--- src/rtl/core/pee_pkg.sv ---
// ----------------------------------------------------------------------------
// pee_pkg
// Shared types and constants of the postfix expression evaluator: character
// codes, the command passed from the front to the back and the result beat.
// ----------------------------------------------------------------------------
package pee_pkg;

  localparam logic [7:0] CHAR_0     = 8'h30;
  localparam logic [7:0] CHAR_9     = 8'h39;
  localparam logic [7:0] CHAR_PLUS  = 8'h2B;
  localparam logic [7:0] CHAR_MINUS = 8'h2D;
  localparam logic [7:0] CHAR_STAR  = 8'h2A;
  localparam logic [7:0] CHAR_SLASH = 8'h2F;

  localparam int FLAG_DIV0  = 0;
  localparam int FLAG_DROP  = 1;
  localparam int FLAG_EMPTY = 2;
  localparam int FLAG_W     = 3;

  localparam int CMD_Q_DEPTH = 4;
  localparam int RES_Q_DEPTH = 2;

  typedef enum logic [2:0] {
    OP_DIGIT = 3'd0,
    OP_ADD   = 3'd1,
    OP_SUB   = 3'd2,
    OP_MUL   = 3'd3,
    OP_DIV   = 3'd4,
    OP_OTHER = 3'd5
  } op_t;

  typedef struct packed {
    op_t        op;
    logic [3:0] digit;
    logic       last;
  } cmd_t;

  typedef struct packed {
    logic [31:0] value;
    logic        div0;
    logic        drop;
    logic        empty;
  } res_t;

endpackage

--- src/rtl/core/pee_front.sv ---
// ----------------------------------------------------------------------------
// pee_front
// Classifies an expression character into a stack command.
// ----------------------------------------------------------------------------
module pee_front (
  input  logic          [7:0] char_code,
  input  logic                last_char,
  output pee_pkg::cmd_t       cmd
);

  logic [7:0] digit_off;

  assign digit_off = char_code - pee_pkg::CHAR_0;

  always_comb begin
    cmd.digit = digit_off[3:0];
    cmd.last  = last_char;
    if (char_code >= pee_pkg::CHAR_0 && char_code <= pee_pkg::CHAR_9) begin
      cmd.op = pee_pkg::OP_DIGIT;
    end else begin
      case (char_code)
        pee_pkg::CHAR_PLUS:  cmd.op = pee_pkg::OP_ADD;
        pee_pkg::CHAR_MINUS: cmd.op = pee_pkg::OP_SUB;
        pee_pkg::CHAR_STAR:  cmd.op = pee_pkg::OP_MUL;
        pee_pkg::CHAR_SLASH: cmd.op = pee_pkg::OP_DIV;
        default:             cmd.op = pee_pkg::OP_OTHER;
      endcase
    end
  end

endmodule

--- config.mk ---
export PLATFORM = sky130hd
export DESIGN_NAME = pee_front
export DESIGN_NICKNAME = d
export VERILOG_FILES = /design/src/rtl/core/pee_pkg.sv /design/src/rtl/core/pee_front.sv
export SDC_FILE = /design/constraint.sdc
export NUM_CORES = 1
export LEC_CHECK = 0
export ABC_AREA = 0
export BUFFER_PORTS_ARGS = -buffer_cell sky130_fd_sc_hd__buf_4
export CORE_AREA = 3 3 40 42
export DETAILED_ROUTE_END_ITERATION = 16
export DIE_AREA = 0 0 43 45
export GPL_ROUTABILITY_DRIVEN = 0
export PLACE_DENSITY = 0.45
export SETUP_SLACK_MARGIN = 0.02
export SLEW_MARGIN = 15
export SYNTH_ARGS = -nofsm -noshare
export SYNTH_HDL_FRONTEND = slang
export SYNTH_SLANG_ARGS = --single-unit
--- constraint.sdc ---
create_clock -name vclk -period 0.8
set_input_delay 0.16 -clock vclk [all_inputs]
set_output_delay 0.16 -clock vclk [all_outputs]
set_load 0.1 [all_outputs]
==> metrics.yaml <==
grtUsageTotal: 0.05556
power_density_nw_per_um2: 697.4
vias: 184
post_synth_instance_area_um2: 131.4
status: "finished with violations"
relSlewSlack: 0.8151
yosysTopAreaCellShare: 0.2857
first_iter_violations: 2
placed_cells: 49
crit_start: "char_code[4]"
cts_hold_buf: 0
drive_gt1_frac: 0.7647
worstPathArrival_ns: 0.90
post-route-drc-count: 0
avgSynthCellArea_um2: 6.569
multi_input_area_um2: 135.1
grt_pass1_wl_um: 855
p_leak_nw: 0.1564
synth.cells.most_frequent: "buf_4 (5), nand2_1 (2), nand2b_1 (2), o21ai_0 (2)"
fin_ws_ns: -0.2626
place_ws_ns: -0.4177
vias_per_cell: 3.755
yosys.area.top_type: "buf_4"
setup-violations-final: 3
num_rows: 13
crit_fanout: 4
core_um2: 1285
seq_area_um2: 0
die_y_um: 45
slew_violations: 0
dieArea_um2: 1935
initial_core_util: 0.1022
antenna_found_initial: 0
maxClockFrequency_ghz: 0.9411
synth-seq-area-share: 0
cp-start-kind: "input pin"
synth.most_common_cell: "buf_4"
finalCritPeriodShare: 1.328
placedInstanceArea_um2: 286.5
crit_slowest_cell: "nand4b_1"
nNetsFinal: 45
crit_family: "buffers and inverters"
crit_buf_inv: 2
gr-total-overflow: 0
wl_per_cell_um: 10.12
n_fill_cell: 139
critPathKind: "in2out"
rsz0062_at_grt: "yes"
vdd.ir_drop.worst_mv: 0.1271
stdcell_count: 49
netlist_top_cells_area: "buf_4 (29%), nand2b_1 (9.5%), nand4bb_1 (8.6%)"
worstMarginPinSlew_ns: 0.2797
yosysWarnings: 0
n_antenna_cell: 0
final_area_um2: 359.1
ys_types: 13
ant_nets: 0
grt_pass1_vias: 183
hold_viol: 0
hp-class: "in2out"
io_buffer_count: 15
fin_crit_ns: 1.063
slowest_delay_ns: 0.20
drv_cap: 0
dr.pass1.iters: 4
synthesis.nets: 29
die_x_um: 43
crit_path_end_kind: "primary output"
grt_max_degree: 8
violations: "setup timing"
hpwl_um: 372.1
cp.required_ns: 0.64
clkbuf_count: 0
wl_um: 496
hold_start: "last_char"
area_growth_pct: 173.3
setup_tns_ns: -0.7458
p_total_w: 0.0002504
synthCells: 20
cts_setup_buffers: 0
crit_path_cell_trace: "buf_6 -> nand4b_1 -> a21oi_2 -> o21ai_4 -> buf_12"
io-pin-count: 17
seq_cell_count: 0
==> cell type report <==
cell class,count,share of cell area
repair buffers,19,0.5610
inverters,1,0.01045
multi-input cells,14,0.3763
well taps,15,0.05226
==> metrics by stage <==
stage	hold WS (ns)	utilization
after CTS	0.3212	0.2765
after detailed placement	0.3212	0.2230
final	0.3200	0.2795
after floorplan	0.5315	-
after global routing	0.3202	0.2795
after global placement	0.3212	0.2230
==> what timing repair did <==
item	4_1_cts	5_1_grt
endpoints found under the setup margin	5	3
pin swaps	4	1
resized for setup	17	1
endpoints found under the hold margin	0	0
==> cell usage in the layout, fill, tap and decap left out <==
master / count
a21oi_2: 1
and4_4: 1
buf_12: 2
buf_4: 9
buf_6: 7
buf_8: 1
inv_1: 1
nand2_1: 1
nand2_2: 1
nand2b_1: 1
nand2b_4: 1
nand4b_1: 1
nand4bb_1: 1
nor3b_4: 1
o21a_1: 1
o21ai_1: 2
o21ai_4: 1
o22ai_2: 1
==> worst paths after layout <==
kind	to	slack (ns)	depth (start not counted)
worst max-delay path	cmd[7]	-0.26	5
worst min-delay path	cmd[0]	0.32	0
==> metal layers <==
metal | vias to the layer above | share of wire | global-route usage
li1 | 98 | - | -
met1 | 80 | 0.33 | 0.06667
met2 | 6 | 0.59 | 0.1138
met3 | 0 | 0.079 | 0.003984
met4 | 0 | 0 | 0
met5 | - | 0 | 0
==> power by group <==
part | total, W | switching, W | internal [W]
clock network | 0 | 0 | 0
logic | 0.000250 | 0.000153 | 0.0000974
registers | 0 | 0 | 0
total | 0.000250 | 0.000153 | 0.0000974
==> kinds of logic after synthesis <==
group | synth area share
simple gates | 0.4286
buf+inv | 0.3143
compound gates | 0.2571
Note: power is estimated with default switching activity, not from simulation.
