--- src/rtl/core/pee_fifo.sv ---
// ----------------------------------------------------------------------------
// pee_fifo
// Small register queue with push/full and pop/empty handshakes.
// ----------------------------------------------------------------------------
module pee_fifo #(
  parameter int WIDTH = 8,
  parameter int DEPTH = 2
) (
  input  logic             clk,
  input  logic             rst_n,
  input  logic             push,
  output logic             full,
  input  logic [WIDTH-1:0] wdata,
  input  logic             pop,
  output logic             empty,
  output logic [WIDTH-1:0] rdata
);

  localparam int AW = (DEPTH > 1) ? $clog2(DEPTH) : 1;
  localparam int CW = $clog2(DEPTH + 1);

  logic [WIDTH-1:0] mem_r [DEPTH];
  logic [AW-1:0]    wr_ptr_r;
  logic [AW-1:0]    rd_ptr_r;
  logic [CW-1:0]    cnt_r;
  logic             do_push;
  logic             do_pop;

  assign full    = (cnt_r == CW'(DEPTH));
  assign empty   = (cnt_r == '0);
  assign do_push = push && !full;
  assign do_pop  = pop && !empty;
  assign rdata   = mem_r[rd_ptr_r];

  always_ff @(posedge clk) begin
    if (do_push) begin
      mem_r[wr_ptr_r] <= wdata;
    end
  end

  always_ff @(posedge clk) begin
    if (!rst_n) begin
      wr_ptr_r <= '0;
      rd_ptr_r <= '0;
      cnt_r    <= '0;
    end else begin
      if (do_push) begin
        wr_ptr_r <= (wr_ptr_r == AW'(DEPTH - 1)) ? '0 : wr_ptr_r + AW'(1);
      end
      if (do_pop) begin
        rd_ptr_r <= (rd_ptr_r == AW'(DEPTH - 1)) ? '0 : rd_ptr_r + AW'(1);
      end
      if (do_push && !do_pop) begin
        cnt_r <= cnt_r + CW'(1);
      end else if (do_pop && !do_push) begin
        cnt_r <= cnt_r - CW'(1);
      end
    end
  end

endmodule

--- config.mk ---
export PLATFORM = sky130hd
export DESIGN_NAME = pee_fifo
export DESIGN_NICKNAME = d
export VERILOG_FILES = /design/src/rtl/core/pee_fifo.sv
export SDC_FILE = /design/constraint.sdc
export NUM_CORES = 1
export LEC_CHECK = 0
export ABC_CLOCK_PERIOD_IN_PS = 1650
export BUFFER_PORTS_ARGS = -buffer_cell sky130_fd_sc_hd__buf_4
export CELL_PAD_IN_SITES_DETAIL_PLACEMENT = 0
export CELL_PAD_IN_SITES_GLOBAL_PLACEMENT = 2
export CORE_UTILIZATION = 30
export CTS_CLUSTER_SIZE = 20
export DETAILED_ROUTE_END_ITERATION = 16
export GPL_TIMING_DRIVEN = 1
export PLACE_DENSITY_LB_ADDON = 0.1
export SYNTH_ARGS = -nofsm -noshare
export SYNTH_HDL_FRONTEND = slang
export SYNTH_SLANG_ARGS = --single-unit
export TNS_END_PERCENT = 50
--- constraint.sdc ---
create_clock -name clk -period 1.65 [get_ports clk]
set_clock_uncertainty 0.15 [all_clocks]
set_input_delay 0.165 -clock clk [delete_from_list [all_inputs] [get_ports clk]]
set_output_delay 0.165 -clock clk [all_outputs]
set_load 0.05 [all_outputs]
==> run metrics, run 1 <==
Slew headroom 72.70%; mux cell area share after synthesis 11.13%; global-route wire length before repair 2.049 mm; drt pass-1 iters 3; Die Y 53.95 um; Slew Limit Fails 0; CTS Sinks 21; routability cong. 0.6186; DP Area 1035 sq um; CTS Buf Count 3; syn nets 63; commonest cells after routing, fill and taps aside 25 x buf_4, 16 x edfxtp_1, 9 x dlygate4sd3_1, 8 x mux2_2; post-synthesis instance total 50; Synth Area in Simple Gates 6.801%; IO Count 22; row count 18; Vias/cell 4.359; Yosys reg bits 21; Post-Synth XOR/XNOR Area 3.246%; vias post-DR 510; Min Clock Period, post-route 1584 ps; area added between synthesis and finish 44.20%; CP startpoint kind register; Longest Clk Path Bufs 2; CP Class reg -> reg; # port buffers 21; Finished Layout Cells 117; required time worst endpoint 1730 ps; Final period util 96.02%; worst-margin pin slew 409.5 ps; Initial Util 32.09%; Inst Count DP 103; worst hold slack 78.99 ps; nets@finish 101; Synth Area in Compound Gates 4.019%; Clock Pin Slew Worst Setup and Hold Paths 110 ps; reg-to-reg setup timing slack 70 ps; most common cell after layout, fill and taps aside buf_4; largest net degree at the start of global routing 12; total grt overflow 0; hold crit path type in -> reg; total power 1.864 mW; Avg WL per Cell 11.37 um; unrepaired setup endpoints after global routing true; Root Buffer clkbuf_4; latest clock arrival within the worst-skew pair 290 ps; Routed WL 1.330 mm; share of cells above drive strength 1 49.43%; crit end category register; die area 2910 sq um; CTS tree yes; status finished clean; vias in the first global route 520; f_max 0.6312 GHz; crit-path max FO 4; leakage power 0.4578 nW; Hold Vio Cnt, Final 0; H-Tree Depth 1; DRC 0; Initial DRC Count 4; n_diodes 0; Syn Std Cell Area 809.5 sq um; endpoints failing setup 0; Max-Cap Viols 0; Detail Route Antenna Nets 0; largest family of logic cells by synthesized area multiplexers; worst vdd ir 0.7133 mV; Post-Syn Area per Cell 16.19 sq um; Power per Cell Area 1597 nW/um^2; yosys warns 0; Worst EP arrival 1660 ps; Synth cell types 20; Core Region 2522 sq um; GRT Total Usage 10.57%; Post-Synth Adder-Cell Area 1.546%; detailed placement HPWL 915.2 um; initial antenna violation count 0; Die Wd 53.95 um; final instance area 1167 sq um; Seq/Total Area, Yosys 71.72%
## flip-flops by register name, indices dropped and copies added, names as in the netlist, named ones only
name	count
rd_ptr_r	1
wr_ptr_r	1
mem_r	16
cnt_r	2
## stage by stage
step | setup TNS [ps] | worst slack (ps) | utilization (%)
3_3_place_gp | 0 | 31.78 | 41.02
4_1_cts | 0 | 1.918 | 45.73
6_report | 0 | 65.73 | 46.28
5_1_grt | -4.993 | -4.993 | 46.28
3_5_place_dp | 0 | 8.392 | 41.02
2_1_floorplan | 0 | 0.4735 | -
## Yosys cell counts
cell type / n / area, sq um
nor3_2: 1 / 10.01
mux2_2: 8 / 90.09
inv_1: 1 / 3.750
a21boi_1: 1 / 7.510
xnor2_1: 2 / 17.52
o21ai_1: 1 / 5.000
nand2b_1: 1 / 6.260
and3_1: 1 / 6.260
a21boi_0: 1 / 7.510
or3_1: 1 / 6.260
xor2_1: 1 / 8.760
inv_2: 1 / 3.750
ha_1: 1 / 12.51
buf_2: 1 / 5.000
nor2_1: 2 / 7.510
o21a_1: 1 / 7.510
edfxtp_1: 16 / 480.5
o21ai_0: 1 / 5.000
and2_1: 3 / 18.77
dfxtp_1: 5 / 100.1
## cells by family (layout without fill, tap and decap cells)
family,count (synthesis),count (layout)
buf+inv,3,40
fa+ha+maj,1,1
simple gates,9,9
compound gates,5,5
xor+xnor,3,3
flops,21,21
mux,8,8
## critical path: stages (launching register included)
cell and delay, ps:
dfxtp_2 350, nand2b_4 160, inv_6 60, nor2_2 30
ha_1 310, or3_1 350, a21boi_1 110
## repair_timing
item / CTS / global route
hold endpoints to repair: 21 / 0
setup buffers: 0 / 1
setup endpoints to repair: 9 / 9
hold buffers: 9 / 0
gates resized for setup: 2 / 3
pin swaps: 0 / 2
## power breakdown
group | leakage, nW | internal [mW] | switching [mW]
sequential | 0.192 | 0.685 | 0.0738
combinational | 0.251 | 0.363 | 0.512
clock | 0.0150 | 0.0939 | 0.137
total | 0.458 | 1.14 | 0.722
## path summary, 6_finish.rpt
| kind | startpoint | endpoint | cells past startpoint |
|---|---|---|---|
| max reg2reg | cnt_r[0]$_SDFFE_PN0P_ | cnt_r[1]$_SDFFE_PN0P_ | 6 |
| min reg2reg | cnt_r[1]$_SDFFE_PN0P_ | cnt_r[1]$_SDFFE_PN0P_ | 2 |
| max | cnt_r[0]$_SDFFE_PN0P_ | cnt_r[1]$_SDFFE_PN0P_ | 6 |
| min | push | wr_ptr_r$_SDFFE_PN0N_ | 3 |
## per-layer routing
layer	up-vias	wire, um	GRT usage (%)
li1	254	-	-
met3	0	57	3.390
met1	242	623	12.19
met2	14	649	17.49
met4	0	0	5.263
met5	-	0	0
## layout make-up
class                   count  area (sq um)
multi-input cells          26         226.5
inverters                   2         12.51
well taps                  30         37.54
repair buffers             34         277.8
fillers                   248          1355
flip-flops and latches     21         586.8
clock buffers               4         26.28
(Power assumes the default switching activity.)
==> run 2: changes to the inputs <==
--- a/config.mk
+++ b/config.mk
@@ -6,14 +6,16 @@
 export NUM_CORES = 1
 export LEC_CHECK = 0
 export ABC_CLOCK_PERIOD_IN_PS = 1650
-export BUFFER_PORTS_ARGS = -buffer_cell sky130_fd_sc_hd__buf_4
 export CELL_PAD_IN_SITES_DETAIL_PLACEMENT = 0
 export CELL_PAD_IN_SITES_GLOBAL_PLACEMENT = 2
-export CORE_UTILIZATION = 30
+export CORE_UTILIZATION = 36
 export CTS_CLUSTER_SIZE = 20
 export DETAILED_ROUTE_END_ITERATION = 16
+export DONT_BUFFER_PORTS = 1
 export GPL_TIMING_DRIVEN = 1
 export PLACE_DENSITY_LB_ADDON = 0.1
+export SETUP_SLACK_MARGIN = 0.5
+export SLEW_MARGIN = 40
 export SYNTH_ARGS = -nofsm -noshare
 export SYNTH_HDL_FRONTEND = slang
 export SYNTH_SLANG_ARGS = --single-unit
==> run 2 against run 1 <==
  * Cell count is 21% lower
  * Critical endpoint unchanged
  * Wire length is 4.9% higher
  * Global-route usage is 2.6 points higher
  * Critical path depth is 1 higher
  * Combinational power is 1% lower
  * Critical path type unchanged
  * Total power is 1.3% higher
  * Count of clock-buffer cells in the layout stayed put
  * Clock power is 5% higher
  * The run now ends with hold timing left
  * Sequential share of layout area is 4.7 points higher
  * Highest routed layer is now met4
  * Sequential power is 2.9% higher
  * Worst setup slack worse by 4.4 ps
  * Core utilization is 6.2 points higher
==> run metrics, run 2 (synthesized netlist as in run 1, its figures left out) <==
status finished with violations; failing checks hold timing; CP Class reg -> reg; Hold Vio Cnt, Final 5 (+5); endpoints failing setup 0 (unchanged); CTS tree yes; share of cells above drive strength 1 40.91% (-8.5 points); Die Y 49.42 um (-8.4%); most common cell after layout, fill and taps aside edfxtp_1; worst-case reg-to-reg path depth 7 (+1); die area 2442 sq um (-16%); hold depth 1 (-2); CTS Buf Count 3 (unchanged); Power Internal 1.122 mW (-1.8%); post-layout worst setup margin 61.37 ps (-4.356 ps); crit-path max FO 4 (unchanged); latest clock arrival within the worst-skew pair 300 ps (about the same); H-Tree Depth 1 (unchanged); Switching Fraction 40.58% (+1.8 points); Min Clock Period, post-route 1589 ps (+4.356 ps); Top Registers mem_r x16, cnt_r x2; detailed placement HPWL 982.7 um (+7.4%); Avg WL per Cell 15.00 um (+32%); DRC 0 (unchanged); Root Buffer clkbuf_4; Core Region 2042 sq um (-19%); Sw Pwr 766.0 uW (+6.0%); leakage power 0.3919 nW (-14%); commonest cells after routing, fill and taps aside 16 x edfxtp_1, 8 x mux2_4, 8 x dlygate4sd3_1, 4 x buf_4; # port buffers 0 (-100%); Max-Cap Viols 0 (unchanged); Initial DRC Count 4 (unchanged); max reg flops 16 (unchanged); Fill cells 188 (-24%); drt pass-1 iters 2 (-1); nets@finish 80 (-21%); required time worst endpoint 1730 ps (about the same); GRT Total Usage 13.18% (+2.6 points); worst vdd ir 1.206 mV (+69%); unrepaired setup endpoints after global routing true; largest net degree at the start of global routing 12 (unchanged); CTS Sinks 21 (unchanged); Post-CTS Hold Buffers 8 (-1); worst-margin pin slew 192.7 ps (-216.7 ps); Reg with most FFs mem_r; f_max 0.6295 GHz (-0.27%); TNS Setup 0 ps (unchanged); area added between synthesis and finish 32.46%; n_diodes 0 (unchanged); Logic pwr share 45.8% (-1.1 points); hold crit path type in -> reg; Longest Clk Path Bufs 2 (unchanged); Die Wd 49.42 um (-8.4%); initial antenna violation count 0 (unchanged); worst hold slack -167.5 ps (-246.5 ps); Final period util 96.28% (+0.26 points); Slew headroom 87.06% (+14 points); Slew Limit Fails 0 (unchanged); post-place setup slack 13.45 ps (+5.055 ps); Clock Pin Slew Worst Setup and Hold Paths 110 ps (about the same); Routed WL 1.395 mm (+4.9%); Initial Util 39.64% (+7.6 points); Power per Cell Area 1761 nW/um^2 (+10%); Vias/cell 4.882 (+12%); IO Count 22 (unchanged); Detail Route Antenna Nets 0 (unchanged); crit end category register; global-route wire length before repair 2.256 mm (+10%); routability cong. 0.6379 (+3.1%); vias in the first global route 480 (-7.7%); CP startpoint kind register; vias post-DR 454 (-11%); clock power share 12.8% (+0.4 points); row count 16 (-2); Worst EP arrival 1670 ps (about the same); total grt overflow 0 (unchanged); Flop pwr share 41.4% (+0.7 points)
run 2: path summary, 6_finish.rpt:
kind                                              end                   from  slack [ps]
worst max-delay path            cnt_r[1]$_SDFFE_PN0P_  cnt_r[0]$_SDFFE_PN0P_          60
worst min-delay path            wr_ptr_r$_SDFFE_PN0N_                  rst_n        -170
worst max register to register  cnt_r[1]$_SDFFE_PN0P_  cnt_r[0]$_SDFFE_PN0P_          60
worst min register to register  cnt_r[1]$_SDFFE_PN0P_  cnt_r[1]$_SDFFE_PN0P_         390
run 2: power by group through the flow:
stage / logic [mW] / registers, mW / clock network [mW]
3_3_place_gp: 0.725 / 0.759 / 0
5_1_grt: 0.919 / 0.798 / 0.259
3_5_place_dp: 0.752 / 0.769 / 0
4_1_cts: 0.865 / 0.779 / 0.243
2_1_floorplan: 0.668 / 0.730 / 0
6_report: 0.865 / 0.781 / 0.242
run 2: layout make-up:
type                            count  area (sq um)  share of cell area [%]
Clock buffer                        4         26.28                   2.450
Multi-Input combinational cell     26         286.5                   26.72
Tap cell                           27         33.78                   3.151
Sequential cell                    21         589.3                   54.96
Timing Repair Buffer               13         121.4                   11.32
Inverter                            2         15.01                   1.400
run 2: through the flow:
stage	instance area [sq um]	instances	util (%)	total power, mW	hold slack [ps]
finish	1072	93	52.51	1.888	-167.5
global route	1072	93	52.51	1.975	-176.4
CTS	1069	93	52.33	1.888	-171.0
detailed placement	898.4	79	44.00	1.522	113.9
global placement	898.4	79	44.00	1.484	114.0
floorplan	847.1	50	-	1.398	113.9
run 2: repair_timing:
item / CTS / global route
pin swaps: 1 / 0
endpoints found under the setup margin: 31 / 31
endpoints found under the hold margin: 21 / 5
setup buffers: 2 / 0
gates cloned: 0 / 0
resized for setup: 14 / 1
run 2: layer usage:
| metal | up-vias | part of all wire [%] | track usage (%) |
|---|---|---|---|
| met1 | 225 | 38 | 12.63 |
| met5 | - | 0 | 0 |
| met4 | 0 | 1.8 | 8.571 |
| met2 | 15 | 56 | 23.97 |
| met3 | 4 | 4.8 | 4.050 |
| li1 | 210 | - | - |
run 2: worst max-delay path: stages, from the launching register on:
cell      delay, ps
dfxtp_4         380
nand2b_4        170
inv_8            60
nor2_4           30
ha_4            160
xor2_2          140
or3_1           310
a21boi_1        120
